**src/rtl/core/nnfs_pkg.sv**
```systemverilog
package nnfs_pkg;

  localparam int DIM_W    = 12;
  localparam int ACC_W    = 24;
  localparam int PIX_W    = 16;
  localparam int CFG_A_W  = 2;
  localparam int Q_DEPTH  = 4;
  localparam int Q_PTR_W  = $clog2(Q_DEPTH);
  localparam int Q_CNT_W  = $clog2(Q_DEPTH + 1);
  localparam int IN_DATA_W  = 16;
  localparam int OUT_DATA_W = 40;

  localparam logic [DIM_W-1:0] DEF_SRC = DIM_W'(800);
  localparam logic [DIM_W-1:0] DEF_DST = DIM_W'(720);

  typedef enum logic [CFG_A_W-1:0] {
    CFG_SRC_W = 2'd0,
    CFG_SRC_H = 2'd1,
    CFG_DST_W = 2'd2,
    CFG_DST_H = 2'd3
  } nnfs_cfg_idx_t;

  // effective sizes: zero read as one, destination capped at source
  typedef struct packed {
    logic [DIM_W-1:0] sw;
    logic [DIM_W-1:0] sh;
    logic [DIM_W-1:0] dw;
    logic [DIM_W-1:0] dh;
  } nnfs_size_t;

  typedef struct packed {
    logic             frame_end;
    logic             line_end;
    logic [DIM_W-1:0] row;
    logic [DIM_W-1:0] col;
    logic [PIX_W-1:0] pixel;
  } nnfs_res_t;

endpackage

```
**src/rtl/core/nnfs_front.sv**
```systemverilog
module nnfs_front
  import nnfs_pkg::*;
(
  input  logic             clk,
  input  logic             rst_n,
  input  nnfs_size_t       size,
  input  logic             acc,
  input  logic [PIX_W-1:0] pixel,
  input  logic             frame_start,
  output logic             push,
  output nnfs_res_t        res
);

  logic [DIM_W-1:0] sc_r, sr_r, dc_r, dr_r;
  logic [DIM_W-1:0] sc_nxt, sr_nxt, dc_nxt, dr_nxt;
  logic [ACC_W-1:0] ct_r, cb_r, rt_r, rb_r;
  logic [ACC_W-1:0] ct_nxt, cb_nxt, rt_nxt, rb_nxt;
  logic             rp_r, rp_nxt;

  logic [DIM_W-1:0] sc, sr, dc, dr;
  logic [ACC_W-1:0] ct, cb, rt, rb;
  logic             rp, pick, le, fe, col_wrap, row_wrap;
  logic [DIM_W-1:0] sc_inc, sr_inc;

  always_comb begin
    sc = frame_start ? '0 : sc_r;
    sr = frame_start ? '0 : sr_r;
    dc = frame_start ? '0 : dc_r;
    dr = frame_start ? '0 : dr_r;
    ct = frame_start ? '0 : ct_r;
    cb = frame_start ? '0 : cb_r;
    rt = frame_start ? '0 : rt_r;
    rb = frame_start ? '0 : rb_r;
    rp = frame_start ? 1'b1 : rp_r;

    pick = rp && ({1'b0, ct} < ({1'b0, cb} + (ACC_W+1)'(size.dw)));
    le   = ({1'b0, dc} + (DIM_W+1)'(1)) >= {1'b0, size.dw};
    fe   = le && (({1'b0, dr} + (DIM_W+1)'(1)) >= {1'b0, size.dh});

    ct_nxt = pick ? ct + ACC_W'(size.sw) : ct;
    dc_nxt = pick ? dc + DIM_W'(1) : dc;
    cb_nxt = cb + ACC_W'(size.dw);
    sc_inc = sc + DIM_W'(1);
    sc_nxt = sc_inc;
    sr_nxt = sr;
    dr_nxt = dr;
    rt_nxt = rt;
    rb_nxt = rb;
    rp_nxt = rp;
    sr_inc = sr + DIM_W'(1);
    col_wrap = (sc_inc >= size.sw) || (sc_inc == '0);
    row_wrap = (sr_inc >= size.sh) || (sr_inc == '0);

    if (col_wrap) begin
      sc_nxt = '0;
      dc_nxt = '0;
      ct_nxt = '0;
      cb_nxt = '0;
      rb_nxt = rb + ACC_W'(size.dh);
      sr_nxt = sr_inc;
      if (rp) begin
        rt_nxt = rt + ACC_W'(size.sh);
        dr_nxt = dr + DIM_W'(1);
      end
      if (row_wrap) begin
        sr_nxt = '0;
        dr_nxt = '0;
        rt_nxt = '0;
        rb_nxt = '0;
      end
      rp_nxt = {1'b0, rt_nxt} < ({1'b0, rb_nxt} + (ACC_W+1)'(size.dh));
    end

    push          = acc && pick;
    res.pixel     = pixel;
    res.col       = dc;
    res.row       = dr;
    res.line_end  = le;
    res.frame_end = fe;
  end

  always_ff @(posedge clk) begin
    if (!rst_n) begin
      sc_r <= '0;
      sr_r <= '0;
      dc_r <= '0;
      dr_r <= '0;
      ct_r <= '0;
      cb_r <= '0;
      rt_r <= '0;
      rb_r <= '0;
      rp_r <= 1'b1;
    end else if (acc) begin
      sc_r <= sc_nxt;
      sr_r <= sr_nxt;
      dc_r <= dc_nxt;
      dr_r <= dr_nxt;
      ct_r <= ct_nxt;
      cb_r <= cb_nxt;
      rt_r <= rt_nxt;
      rb_r <= rb_nxt;
      rp_r <= rp_nxt;
    end
  end

endmodule

```
**src/rtl/core/nnfs_queue.sv**
```systemverilog
module nnfs_queue
  import nnfs_pkg::*;
(
  input  logic      clk,
  input  logic      rst_n,
  input  logic      push,
  input  nnfs_res_t wr_data,
  output logic      full,
  input  logic      pop,
  output logic      rd_valid,
  output nnfs_res_t rd_data
);

  nnfs_res_t            mem_r [Q_DEPTH];
  logic [Q_PTR_W-1:0]   wr_ptr_r, rd_ptr_r;
  logic [Q_CNT_W-1:0]   cnt_r, cnt_nxt;
  logic                 do_pop;

  assign full     = (cnt_r == Q_CNT_W'(Q_DEPTH));
  assign rd_valid = (cnt_r != '0);
  assign rd_data  = mem_r[rd_ptr_r];
  assign do_pop   = pop && rd_valid;

  always_comb begin
    cnt_nxt = cnt_r;
    if (push && !do_pop) begin
      cnt_nxt = cnt_r + Q_CNT_W'(1);
    end else if (do_pop && !push) begin
      cnt_nxt = cnt_r - Q_CNT_W'(1);
    end
  end

  always_ff @(posedge clk) begin
    if (push) begin
      mem_r[wr_ptr_r] <= wr_data;
    end
  end

  always_ff @(posedge clk) begin
    if (!rst_n) begin
      wr_ptr_r <= '0;
      rd_ptr_r <= '0;
      cnt_r    <= '0;
    end else begin
      cnt_r <= cnt_nxt;
      if (push) begin
        wr_ptr_r <= wr_ptr_r + Q_PTR_W'(1);
      end
      if (do_pop) begin
        rd_ptr_r <= rd_ptr_r + Q_PTR_W'(1);
      end
    end
  end

endmodule

```
**src/rtl/core/nearest_neighbor_frame_scaler.sv**
```systemverilog
// Channel  Direction  Ports                  Contents
// in       request in in_tvalid/in_tready    tdata: pixel_value; tuser: frame_start
// out      result out out_tvalid/out_tready  tdata: out_pixel,out_col,out_row;
//                                            tuser: line_end; tlast: frame_end
// cfg      write in   cfg_valid/cfg_ready    cfg_addr: register index; cfg_data
//
// One request per cycle while in_tready is high; the front updates all scan counters in the accept cycle.
// A picked pixel enters the queue in its accept cycle and reaches out once the results ahead of it are taken.
// A 4-entry queue separates front and back; in_tready drops only when it is full.
// Reset is synchronous, active low; a size write applies from the next request on.
module nearest_neighbor_frame_scaler
  import nnfs_pkg::*;
(
  input  logic                  clk,
  input  logic                  rst_n,
  input  logic                  in_tvalid,
  output logic                  in_tready,
  input  logic [IN_DATA_W-1:0]  in_tdata,   // [15:0] pixel_value
  input  logic                  in_tuser,   // [0] frame_start
  output logic                  out_tvalid,
  input  logic                  out_tready,
  output logic [OUT_DATA_W-1:0] out_tdata,  // [15:0] out_pixel, [27:16] out_col, [39:28] out_row
  output logic                  out_tuser,  // [0] line_end
  output logic                  out_tlast,  // frame_end
  input  logic                  cfg_valid,
  output logic                  cfg_ready,
  input  logic [CFG_A_W-1:0]    cfg_addr,
  input  logic [DIM_W-1:0]      cfg_data
);

  logic [DIM_W-1:0] src_w_r, src_h_r, dst_w_r, dst_h_r;
  nnfs_size_t       size_eff;
  logic [DIM_W-1:0] dw_eff, dh_eff;
  logic             in_acc, q_full, q_push;
  nnfs_res_t        q_wr, q_rd;

  assign cfg_ready = 1'b1;

  always_ff @(posedge clk) begin
    if (!rst_n) begin
      src_w_r <= DEF_SRC;
      src_h_r <= DEF_SRC;
      dst_w_r <= DEF_DST;
      dst_h_r <= DEF_DST;
    end else if (cfg_valid) begin
      unique case (nnfs_cfg_idx_t'(cfg_addr))
        CFG_SRC_W: src_w_r <= cfg_data;
        CFG_SRC_H: src_h_r <= cfg_data;
        CFG_DST_W: dst_w_r <= cfg_data;
        CFG_DST_H: dst_h_r <= cfg_data;
        default:   ;
      endcase
    end
  end

  always_comb begin
    size_eff.sw = (src_w_r == '0) ? DIM_W'(1) : src_w_r;
    size_eff.sh = (src_h_r == '0) ? DIM_W'(1) : src_h_r;
    dw_eff      = (dst_w_r == '0) ? DIM_W'(1) : dst_w_r;
    dh_eff      = (dst_h_r == '0) ? DIM_W'(1) : dst_h_r;
    size_eff.dw = (dw_eff > size_eff.sw) ? size_eff.sw : dw_eff;
    size_eff.dh = (dh_eff > size_eff.sh) ? size_eff.sh : dh_eff;
  end

  assign in_tready = !q_full;
  assign in_acc    = in_tvalid && in_tready;

  nnfs_front u_front (
    .clk         (clk),
    .rst_n       (rst_n),
    .size        (size_eff),
    .acc         (in_acc),
    .pixel       (in_tdata[PIX_W-1:0]),
    .frame_start (in_tuser),
    .push        (q_push),
    .res         (q_wr)
  );

  nnfs_queue u_queue (
    .clk      (clk),
    .rst_n    (rst_n),
    .push     (q_push),
    .wr_data  (q_wr),
    .full     (q_full),
    .pop      (out_tready),
    .rd_valid (out_tvalid),
    .rd_data  (q_rd)
  );

  assign out_tdata = {q_rd.row, q_rd.col, q_rd.pixel};
  assign out_tuser = q_rd.line_end;
  assign out_tlast = q_rd.frame_end;

  a_full_has_result: assert property (@(posedge clk) disable iff (!rst_n)
    !in_tready |-> out_tvalid)
    else $error("queue full without a pending result");

  a_frame_end_is_line_end: assert property (@(posedge clk) disable iff (!rst_n)
    (out_tvalid && out_tlast) |-> out_tuser)
    else $error("frame end without line end");

  a_reset_empties: assert property (@(posedge clk)
    !rst_n |=> !out_tvalid)
    else $error("result pending right after reset");

endmodule

```
**config.mk**
```make
export PLATFORM = sky130hd
export DESIGN_NAME = nearest_neighbor_frame_scaler
export DESIGN_NICKNAME = d
export VERILOG_FILES = /design/src/rtl/core/nnfs_pkg.sv /design/src/rtl/core/nnfs_front.sv /design/src/rtl/core/nnfs_queue.sv /design/src/rtl/core/nearest_neighbor_frame_scaler.sv
export SDC_FILE = /design/constraint.sdc
export NUM_CORES = 1
export LEC_CHECK = 0
export BUFFER_PORTS_ARGS = -buffer_cell sky130_fd_sc_hd__buf_2
export CELL_PAD_IN_SITES_DETAIL_PLACEMENT = 0
export CELL_PAD_IN_SITES_GLOBAL_PLACEMENT = 1
export CORE_MARGIN = 8
export CORE_UTILIZATION = 50
export DETAILED_ROUTE_END_ITERATION = 10
export GPL_ROUTABILITY_DRIVEN = 0
export PLACE_DENSITY_LB_ADDON = 0.1
export SETUP_SLACK_MARGIN = 0.05
export SYNTH_ARGS = -nofsm -noshare
export SYNTH_HDL_FRONTEND = slang
export SYNTH_SLANG_ARGS = --single-unit
export TNS_END_PERCENT = 20
```
**constraint.sdc**
```tcl
create_clock -name clk -period 10.8 [get_ports clk]
set_input_delay 0 -clock clk [delete_from_list [all_inputs] [get_ports clk]]
set_output_delay 0 -clock clk [all_outputs]
set_load 0.01 [all_outputs]
```
==> results_dict.tcl <==
set metrics [dict create \
    status "complete, no violations" \
    maxSlewViolCount 0 \
    drive_gt1_frac 0.1076 \
    min_period_ps 8975 \
    fmaxAchievable_mhz 111.4 \
    required_ps 11300 \
    finalSetupTns_ps 0 \
    clock-sinks 370 \
    diodes 0 \
    ant_nets 0 \
    setup_slack_ps 1825 \
    cp_num_buf_inv 2 \
    syn_area_per_cell_um2 9.562 \
    antenna_found_initial 0 \
    crit_fanout 13 \
    yosysTopAreaCell "edfxtp_1" \
    n_fill_cell 3903 \
    pin_count 81 \
    holdCritPathClass "in2reg" \
    ys_ff_latch 370 \
    fin_crit_sh 0.8311 \
    io_buffers 79 \
    path_clk_slew_ps 60 \
    cts_tree "yes" \
    drc 0 \
    synth_edf_count 168 \
    dieArea_um2 51920 \
    reg2reg_setup_slack_ps 1820 \
    syn-num-nets 2572 \
    dp_hpwl_um 42120 \
    vias 17300 \
    criticalPathCategory "reg2reg" \
    grt_start_max_net_pins 73 \
    final_cell_mix "nand2_1, dfxtp_1, ha_1, nor2b_1, edfxtp_1" \
    cp-end-kind "flop" \
    path_delay_family "compound AO/OA/AOI/OAI gates" \
    ctsRootBufferMaster "clkbuf_16" \
    clk_latency_ps 590 \
    start_util 0.5075 \
    cts_buffers 44 \
    ir_worst_vdd_v 0.0001854 \
    grt_pass1_vias 16800 \
    final_common_cell "nand2_1" \
    synth_area_um2 22440 \
    setup-violations-final 0 \
    relSlewSlack 0.2407 \
    crit_slowest_cell "a2111oi_0" \
    max_cap_viol_count 0 \
    die_height_um 227.9 \
    synth_area_leaders "edfxtp_1, dfxtp_1, ha_1" \
    synthArstFlopShare 0 \
    grt_pass1_wl_um 94950 \
    critPathMaxStageDelay_ps 630 \
    synth_ff_type "dfxtp_1" \
    worst_pin_slew_ps 1139 \
    finClkSkew_ps 33.61 \
    synth_cells 2347 \
    grt_setup_unrepaired "false" \
    power_density_nw_per_um2 165.3 \
    rows 77 \
    pre_cts_ws_ps 2004 \
    htree_num_levels 2 \
    synth.top_cell.area_share 0.2248 \
    clock_path_buffers 3 \
    ys_warn_count 0 \
    first_pass_iters 5 \
    die_width_um 227.9 \
    arrival_ps 9480 \
    syn2layout_area_growth_pct 11.64 \
    hold_viol 0 \
    grt_usage 0.2234 \
    core_um2 44220 \
    finish.net_count 2603 \
    cp_common_cell "a21oi_1" \
    wl_um 60040 \
    drt_iter0_drc 1430 \
    total_leakage_power_nw 9.713 \
    grt_overflow 0 \
    wl_per_cell_um 20.01 \
    crit_path_start_kind "flop" \
    ys_seq_area_frac 0.4050 \
    synthDistinctLibCells 77 \
    post_drt_via_cell_ratio 5.766 \
]
[per-layer routing]
layer | part of all wire | track usage | vias to the layer above
li1 | - | - | 8466
met1 | 0.48 | 0.3177 | 8389
met2 | 0.45 | 0.3574 | 368
met3 | 0.046 | 0.02879 | 74
met4 | 0.020 | 0.05655 | 0
met5 | 0 | 0 | -
[registers in the layout, summed over array words and instances, names as in the netlist, named ones only]
| signal | flops |
|---|---|
| u_front.ct_r | 24 |
| u_front.sr_r | 12 |
| u_front.rb_r | 24 |
| dst_w_r | 12 |
| u_queue.cnt_r | 3 |
| src_w_r | 12 |
| u_front.sc_r | 12 |
| u_queue.wr_ptr_r | 2 |
| u_front.dr_r | 12 |
| u_front.dc_r | 12 |
| u_front.rt_r | 24 |
| u_queue.mem_r | 168 |
| u_front.cb_r | 24 |
| dst_h_r | 12 |
| src_h_r | 12 |
| u_queue.rd_ptr_r | 2 |
| u_front.rp_r | 1 |
[cell families (layout without fill, tap and decap cells)]
family,Yosys count,after routing,synth area share
simple gates,853,853,0.1937
compound gates,487,487,0.1450
mux,67,67,0.05436
buf+inv,248,309,0.04198
fa+ha+maj,190,190,0.1078
other cells,1,1,0.0001671
xor+xnor,131,131,0.05196
flops,370,370,0.4050
[per-stage QoR]
| stage | hold slack [ps] | utilization | power [mW] | instance area [um^2] | cells |
|---|---|---|---|---|---|
| 2_1_floorplan | 98.87 | - | 2.319 | 22440 | 2347 |
| 3_3_place_gp | 216.2 | 0.5251 | 2.614 | 23220 | 2890 |
| 3_5_place_dp | 218.9 | 0.5251 | 2.626 | 23220 | 2890 |
| 4_1_cts | 1.453 | 0.5666 | 4.186 | 25050 | 3000 |
| 5_1_grt | 82.61 | 0.5666 | 4.324 | 25050 | 3000 |
| 6_report | 47.98 | 0.5666 | 4.141 | 25050 | 3000 |
[path summary, 6_finish.rpt]
kind,to,depth (start not counted),start
worst min register to register,u_front.ct_r[3],2,u_front.ct_r[3]
worst max-delay path,u_queue.cnt_r[2],39,src_w_r[1]
worst min-delay path,dst_w_r[7],5,cfg_valid
worst max register to register,u_queue.cnt_r[2],39,src_w_r[1]
[Yosys cell counts (all sizes together), types with 27 or more instances]
library cell  instances
nor2                112
mux4                 43
nand3                84
and2                 36
dfxtp               202
xor2                 41
nand4                30
ha                  183
inv                  97
edfxtp              168
a22oi                54
xnor2                90
clkbuf              137
nor2b               170
and3                 27
nand2               256
nor3                 41
o21ai                92
a21oi               102
a21boi               54
a21o                 43
[worst min-delay path, cell delays in order]
cell	delay [ps]
buf_2	130
nand2_1	80
nor2_1	180
nand2_1	130
nand3_1	60
[layout make-up]
type / count / area (um^2) / area share
multi-input cells: 1729 / 12450 / 0.4971
flip-flops and latches: 370 / 9091 / 0.3629
clock buffers: 53 / 1155 / 0.04609
repair buffers: 136 / 913.4 / 0.03646
well taps: 592 / 740.7 / 0.02956
inverters: 97 / 364.1 / 0.01453
clock inverters: 23 / 336.6 / 0.01343
[power by group]
group          internal [mW]  switching [mW]
combinational          0.405           0.543
sequential              1.60          0.0577
clock                  0.914           0.622
[timing repair]
item / 4_1_cts / 5_1_grt
setup buffers: 0 / 0
hold buffers: 34 / 0
setup endpoints to repair: 0 / 0
hold endpoints to repair: 133 / 0
resized for setup: 0 / 0
Power figures use the tool's default switching activity.
